## src/hw/rtl/rau_pkg.sv

```systemverilog
// Package for the rational arithmetic unit: widths, operation codes,
// payload structs and controller/datapath command types. No dependencies.
package rau_pkg;
	localparam int OPERAND_WIDTH = 16;
	localparam int OUT_WIDTH = 32;
	// exact intermediate width: products of two operands plus a sum bit
	localparam int MAG_WIDTH = 2 * OPERAND_WIDTH + 1;
	localparam int CNT_WIDTH = $clog2(MAG_WIDTH + 1);

	typedef enum logic [1:0] {
		OP_ADD = 2'd0,
		OP_SUB = 2'd1,
		OP_MUL = 2'd2,
		OP_MUL_ALT = 2'd3
	} op_t;

	typedef struct packed {
		logic [1:0] req_type;
		logic signed [OPERAND_WIDTH-1:0] num_a;
		logic signed [OPERAND_WIDTH-1:0] den_a;
		logic signed [OPERAND_WIDTH-1:0] num_b;
		logic signed [OPERAND_WIDTH-1:0] den_b;
	} in_item_t;

	typedef struct packed {
		logic signed [OUT_WIDTH-1:0] num_out;
		logic signed [OUT_WIDTH-1:0] den_out;
	} out_item_t;

	typedef struct packed {
		logic load;       // capture operands
		logic prod1;      // first product pair
		logic prod2;      // sum the pair into n, form m = b*d
		logic gcd_seed;   // load gcd operands x=|n|, y=|m|
		logic gcd_step;   // one Euclid remainder bit-step
		logic gcd_swap;   // finish one remainder: x <= y, y <= r
		logic div_init;   // set up the two quotient divisions
		logic div_step;   // one restoring bit-step on both
		logic finish;     // apply signs, fill output register
	} rau_cmd_t;

	typedef struct packed {
		logic y_zero;
	} rau_sts_t;
endpackage

```

## src/hw/rtl/rational_arith_unit.sv

```systemverilog
// Rational arithmetic unit top level: controller plus datapath.
// Sequence: load, two product states, gcd seed, then one Euclid remainder per pass
// (33 bit-steps, then a swap), 33 quotient bit-steps on both quotients, finish, hold.
// Throughput: one item at a time; the next input is accepted only after the result
// transfer (out_valid with out_ready), so output stalls hold the next item off.
// Reset (arst_n, async, active low) returns the controller to idle.
module rational_arith_unit (
	input  logic clk,
	input  logic arst_n,
	input  logic in_valid,
	output logic in_ready,
	input  rau_pkg::in_item_t in_data,
	output logic out_valid,
	input  logic out_ready,
	output rau_pkg::out_item_t out_data
);
	rau_pkg::rau_cmd_t cmd;
	rau_pkg::rau_sts_t sts;

	// sequence the datapath
	rau_ctrl u_ctrl (
		.clk(clk), .arst_n(arst_n), .in_valid(in_valid), .in_ready(in_ready),
		.out_valid(out_valid), .out_ready(out_ready), .sts(sts), .cmd(cmd)
	);

	// arithmetic, gcd and quotient units
	rau_datapath u_dp (
		.clk(clk), .in_item(in_data), .cmd(cmd), .sts(sts), .res(out_data)
	);
endmodule

```

## src/hw/rtl/rau_datapath.sv

```systemverilog
// Datapath of the rational arithmetic unit: products, bit-serial Euclid gcd,
// two bit-serial quotient units. Depends on rau_pkg.
module rau_datapath (
	input  logic clk,
	input  rau_pkg::in_item_t in_item,
	input  rau_pkg::rau_cmd_t cmd,
	output rau_pkg::rau_sts_t sts,
	output rau_pkg::out_item_t res
);
	localparam int W = rau_pkg::MAG_WIDTH;
	localparam int OW = rau_pkg::OPERAND_WIDTH;

	logic signed [OW-1:0] a_q, b_q, c_q, d_q;
	logic [1:0] op_q;
	logic signed [2*OW-1:0] p0_q, p1_q;
	logic signed [W-1:0] n_q;
	logic signed [2*OW-1:0] m_q;
	logic n_neg_q, m_neg_q;
	logic [W-1:0] x_q, y_q, rem_q, nq_q, mq_q, nr_q, mr_q, g_q;
	logic [W-1:0] gx_q; // dividend bits being shifted out in gcd
	logic signed [2*OW-1:0] p0_d, p1_d;
	logic [W:0] rem_sh, nr_sh, mr_sh;
	logic [W-1:0] n_mag, m_mag;

	always_comb begin
		if (op_q[1]) begin
			p0_d = a_q * c_q;
			p1_d = '0;
		end else begin
			p0_d = a_q * d_q;
			// negate the full cross product, so a most negative c stays exact
			p1_d = (op_q == rau_pkg::OP_SUB) ? -(b_q * c_q) : b_q * c_q;
		end
		n_mag = n_q[W-1] ? W'(-n_q) : W'(n_q);
		m_mag = m_q[2*OW-1] ? W'(-{m_q[2*OW-1], m_q}) : W'({m_q[2*OW-1], m_q});
		rem_sh = {rem_q, gx_q[W-1]};
		nr_sh = {nr_q, nq_q[W-1]};
		mr_sh = {mr_q, mq_q[W-1]};
	end

	always_ff @(posedge clk) begin
		if (cmd.load) begin
			op_q <= in_item.req_type;
			a_q <= in_item.num_a;
			b_q <= in_item.den_a;
			c_q <= in_item.num_b;
			d_q <= in_item.den_b;
		end
		if (cmd.prod1) begin
			p0_q <= p0_d;
			p1_q <= p1_d;
		end
		if (cmd.prod2) begin
			n_q <= W'(p0_q) + W'(p1_q);
			m_q <= b_q * d_q;
		end
		if (cmd.gcd_seed) begin
			x_q <= n_mag;
			y_q <= m_mag;
			gx_q <= n_mag;
			rem_q <= '0;
		end else if (cmd.gcd_swap) begin
			x_q <= y_q;
			y_q <= rem_q;
			gx_q <= y_q;
			rem_q <= '0;
		end else if (cmd.gcd_step) begin
			gx_q <= {gx_q[W-2:0], 1'b0};
			rem_q <= (rem_sh >= {1'b0, y_q}) ? W'(rem_sh - {1'b0, y_q}) : rem_sh[W-1:0];
		end
		if (cmd.finish) begin
			res.num_out <= n_neg_q ? -nq_q[rau_pkg::OUT_WIDTH-1:0]
				: nq_q[rau_pkg::OUT_WIDTH-1:0];
			res.den_out <= m_neg_q ? -mq_q[rau_pkg::OUT_WIDTH-1:0]
				: mq_q[rau_pkg::OUT_WIDTH-1:0];
		end
		if (cmd.div_step) begin
			nq_q <= {nq_q[W-2:0], (nr_sh >= {1'b0, g_q})};
			mq_q <= {mq_q[W-2:0], (mr_sh >= {1'b0, g_q})};
			nr_q <= (nr_sh >= {1'b0, g_q}) ? W'(nr_sh - {1'b0, g_q}) : nr_sh[W-1:0];
			mr_q <= (mr_sh >= {1'b0, g_q}) ? W'(mr_sh - {1'b0, g_q}) : mr_sh[W-1:0];
		end else if (cmd.div_init) begin
			g_q <= (x_q == '0) ? W'(1) : x_q;
			nq_q <= n_mag;
			mq_q <= m_mag;
			nr_q <= '0;
			mr_q <= '0;
			n_neg_q <= n_q[W-1];
			m_neg_q <= m_q[2*OW-1];
		end
	end

	assign sts.y_zero = (y_q == '0);
endmodule

```

## src/hw/rtl/rau_ctrl.sv

```systemverilog
// Controller of the rational arithmetic unit: handshake and sequencing of
// the datapath. Depends on rau_pkg.
module rau_ctrl (
	input  logic clk,
	input  logic arst_n,
	input  logic in_valid,
	output logic in_ready,
	output logic out_valid,
	input  logic out_ready,
	input  rau_pkg::rau_sts_t sts,
	output rau_pkg::rau_cmd_t cmd
);
	localparam int W = rau_pkg::MAG_WIDTH;
	localparam int CW = rau_pkg::CNT_WIDTH;
	typedef enum logic [7:0] {
		S_IDLE = 8'b0000_0001,
		S_PROD1 = 8'b0000_0010,
		S_PROD2 = 8'b0000_0100,
		S_SEED = 8'b0000_1000,
		S_GCD = 8'b0001_0000,
		S_DIV = 8'b0010_0000,
		S_DONE = 8'b0100_0000,
		S_HOLD = 8'b1000_0000
	} state_t;
	state_t state_q;
	logic [CW-1:0] cnt_q;
	logic cnt_last;
	logic gcd_last;
	// W quotient steps end at W-1; W remainder steps are followed by the swap
	assign cnt_last = (cnt_q == CW'(W - 1));
	assign gcd_last = (cnt_q == CW'(W));

	always_comb begin
		cmd = '0;
		in_ready = (state_q == S_IDLE);
		case (state_q)
			S_IDLE: cmd.load = in_valid;
			S_PROD1: cmd.prod1 = 1'b1;
			S_PROD2: cmd.prod2 = 1'b1;
			S_SEED: cmd.gcd_seed = 1'b1;
			S_GCD: begin
				if (sts.y_zero) cmd.div_init = 1'b1;
				else if (gcd_last) cmd.gcd_swap = 1'b1;
				else cmd.gcd_step = 1'b1;
			end
			S_DIV: cmd.div_step = 1'b1;
			S_DONE: cmd.finish = 1'b1;
			S_HOLD: ;
			default: ;
		endcase
	end

	assign out_valid = (state_q == S_HOLD);

	always_ff @(posedge clk or negedge arst_n) begin
		if (!arst_n) begin
			state_q <= S_IDLE;
			cnt_q <= '0;
		end else begin
			case (state_q)
				S_IDLE: if (in_valid) state_q <= S_PROD1;
				S_PROD1: state_q <= S_PROD2;
				S_PROD2: state_q <= S_SEED;
				S_SEED: begin
					state_q <= S_GCD;
					cnt_q <= '0;
				end
				S_GCD: begin
					if (sts.y_zero) begin
						state_q <= S_DIV;
						cnt_q <= '0;
					end else if (gcd_last) cnt_q <= '0;
					else cnt_q <= cnt_q + 1'b1;
				end
				S_DIV: begin
					if (cnt_last) state_q <= S_DONE;
					cnt_q <= cnt_last ? '0 : cnt_q + 1'b1;
				end
				S_DONE: state_q <= S_HOLD;
				S_HOLD: if (out_ready) state_q <= S_IDLE;
				default: state_q <= S_IDLE;
			endcase
		end
	end

	a_hold: assert property (@(posedge clk) disable iff (!arst_n)
		out_valid && !out_ready |=> out_valid) else $error("result dropped");
	a_excl: assert property (@(posedge clk) disable iff (!arst_n)
		!(in_ready && out_valid)) else $error("overlap");
	a_load: assert property (@(posedge clk) disable iff (!arst_n)
		cmd.load |=> state_q == S_PROD1) else $error("load");
endmodule

```

## config.mk

```make
export PLATFORM = sky130hd
export DESIGN_NAME = rational_arith_unit
export DESIGN_NICKNAME = d
export VERILOG_FILES = /design/src/hw/rtl/rau_pkg.sv /design/src/hw/rtl/rational_arith_unit.sv /design/src/hw/rtl/rau_datapath.sv /design/src/hw/rtl/rau_ctrl.sv
export SDC_FILE = /design/constraint.sdc
export NUM_CORES = 2
export LEC_CHECK = 0
export ABC_CLOCK_PERIOD_IN_PS = 6600
export BUFFER_PORTS_ARGS = -buffer_cell sky130_fd_sc_hd__buf_2
export CORE_UTILIZATION = 40
export CTS_CLUSTER_SIZE = 8
export DETAILED_ROUTE_END_ITERATION = 6
export MAX_ROUTING_LAYER = met4
export SLEW_MARGIN = 20
export SYNTH_ARGS = -nofsm -noshare
export SYNTH_HDL_FRONTEND = slang
export SYNTH_SLANG_ARGS = --single-unit
```

## constraint.sdc

```tcl
create_clock -name clk -period 6.6 [get_ports clk]
set_input_delay 0 -clock clk [delete_from_list [all_inputs] [get_ports clk]]
set_output_delay 0 -clock clk [all_outputs]
set_load 0.05 [all_outputs]
```

==> impl_metrics.yaml <==
synthesis:
  syn_nets: 8901
  ys_types: 94
  synth_edf_count: 525
  synth_area_mm2: 0.07045
  ys.flop_type: "edfxtp_1"
  synth_cells: 7312
  synth-seq-cells: 572
  yosysWarningCount: 0
  async_flop_share: 0.02448
  ys_seq_area_frac: 0.2381
  syn_avg_cell_area_um2: 9.635
worst_setup_path:
  required_ns: 6.99
  crit_path_start_kind: "register"
  slowest_delay_ns: 0.63
  arrival_ns: 7.22
  crit_path_top_delay_cell: "fa_2"
  cp_max_fo: 15
  path_common_cell: "fa_1"
  critPathKind: "reg2reg"
  critPathCaptureType: "register"
drt:
  avgViaCountPerCell: 5.110
  antenna_left: 0
  drc_errors: 1
  totalWireLength_um: 195100
  routedWlPerCell_um: 19.03
  route.vias.total: 52389
  drt_iter0_drc: 3351
  firstDrtPassIters: 7
run_status:
  outcome: "finished, violations left"
  violations: "design-rule violations, negative setup slack"
cells_and_area:
  syn_to_final_growth_pct: 16.55
  regMostFlops: "u_dp.res"
  drive_gt1_frac: 0.1253
  layout.nets: 9460
  fin_util: 0.4708
  nFillCells: 16309
  instances_no_fill: 10253
  largest_reg_flops: 64
run:
  drv_cap: 0
clock_tree:
  cts-buffers-inserted: 83
  htreeDepth: 3
  cts.sinks: 572
  path_clk_slew_ns: 0.06
  clk_latency_ns: 0.72
  cts-root-buf: "clkbuf_16"
  cts_buffer_depth: 3
  cts_tree: "built"
timing:
  fin_skew_ns: 0.05574
  worst_slew_pin_slew_ns: 0.9741
  setup_ws_ns: -0.2278
  maxSlewViolCount: 0
  fin_crit_ns: 6.828
  setup_violations: 11
  holdWs_ns: 0.04625
  finalHoldViolCount: 0
  fmax_mhz: 146.5
  min_period_over_period: 1.035
  rsz0062_at_grt: "yes"
  max-slew-margin-rel: 0.3338
floorplan:
  die_h_um: 421.7
  io_pins: 136
  start_util: 0.4040
  die_w_um: 421.7
  placementRows: 153
  core-area_mm2: 0.1744
  die_area_mm2: 0.1778
place:
  place.gp.congestion: 0.9240
  dp_hpwl_um: 158100
  placed_cells: 9949
  io_buffers: 135
global_routing:
  grt_use_total: 0.2267
  antenna_found_initial: 6
  grt_max_degree: 186
  grt_overflow: 0
  grt_pass1_vias: 54968
  grt_pass1_wl_um: 307200
min_path:
  hp-class: "in2reg"
[logic make-up after synthesis]
group	synth area share
compound gates	0.1024
xor+xnor	0.04774
fa+ha+maj	0.3819
buf+inv	0.08532
flops	0.2381
mux	0.002788
simple gates	0.1418
[Yosys cell counts (all sizes together), types with 7 or more instances]
library cell  number  area [um2]
or3               44       281.5
fa              1052       21060
nor2             291        1092
nor3              56       285.3
nand3             56       280.3
inv             1252        4700
a21oi            414        2076
xor2             144        1261
o21bai            35       262.8
and3              27       170.2
o211a             28       280.3
nand4             26       162.7
o41ai             24       232.7
and4               7       61.31
or4               18       138.9
nor2b             43       269.0
o211ai            19       142.6
buf               10       42.54
o31ai             53       407.9
nor3b             15       112.6
a31oi             24       150.1
dfxtp             33       660.6
xnor2            240        2102
mux2i             14       140.1
o21ai            255        1276
and2             441        2759
nand2            892        3348
ha               467        5843
a2111oi            8       76.32
nand2b            88       550.5
dfrtp             13       325.3
or2               12       77.57
a21boi            11       82.57
a21o             125       939.7
a31o               8       70.07
nor4              27       168.9
edfxtp           525       15770
a211oi            34       265.3
a211o             11       96.34
clkbuf           337        1265
o21a              45       337.8
[what timing repair did]
item | in CTS | in global routing
setup buffers | 34 | 20
hold buffers | 114 | 0
pin swaps | 59 | 53
endpoints found under the setup margin | 34 | 41
resized for setup | 108 | 92
gates cloned | 0 | 0
hold endpoints to repair | 109 | 0
[placed cells by master, fill, tap and decap left out, drive strengths merged, types with 45 or more instances in the layout]
cell,n
o21ai,255
clkbuf,123
nor2,291
o21a,45
fa,1052
o31ai,53
xor2,144
dlygate4sd3,114
nand2,892
nand3,56
edfxtp,525
buf,706
xnor2,240
ha,467
nand2b,88
inv,1254
nor3,56
a21oi,414
a21o,125
and2,441
[routing by layer]
layer  part of all wire  global-route usage
met4              0.035             0.07400
met3              0.039             0.02205
met5                  0                   -
met2               0.51              0.3916
met1               0.42              0.2779
[through the flow]
step            TNS [ns]  instance area [um2]  worst slack, ns
2_1_floorplan  -0.006667                70490        -0.006667
3_3_place_gp      -2.663                77330          -0.3007
3_5_place_dp      -4.354                77330          -0.4520
4_1_cts           -1.136                81570          -0.2050
5_1_grt           -7.682                82110          -0.4968
6_report          -1.073                82110          -0.2278
[path summary, 6_finish.rpt]
kind | from | endpoint | slack (ns) | depth (start not counted)
min reg2reg | u_dp.x_q[26] | u_dp.g_q[26] | 0.43 | 0
max reg2reg | u_dp.c_q[3] | u_dp.p1_q[31] | -0.23 | 25
max in group asynchronous | arst_n | u_ctrl.state_q[6] | 5.05 | 4
min | in_data[46] | u_dp.b_q[14] | 0.05 | 2
max | u_dp.c_q[3] | u_dp.p1_q[31] | -0.23 | 25
min in group asynchronous | arst_n | u_ctrl.state_q[0] | 0.49 | 3
[cell type report]
type	count	area, um2	share of cell area
multi-input cells	5140	48470	0.5902
flip-flops and latches	572	16780	0.2043
repair buffers	821	6809	0.08292
inverters	1253	4707	0.05732
well taps	2325	2909	0.03543
clock buffers	122	2233	0.02720
clock inverters	12	191.4	0.002331
diodes	8	20.02	0.0002438
[worst max-delay path, delay by kind of cell, from the launching register on]
kind            cells  cell delay, ns
compound gates      8            1.58
xor+xnor            1            0.11
fa+ha+maj           7            3.36
buf+inv             6            0.62
flops               1            0.43
simple gates        3            0.41
Power is left out: the tool's default activity adds up to more than one toggle a clock period on the data nets, which glitch-free logic cannot reach.
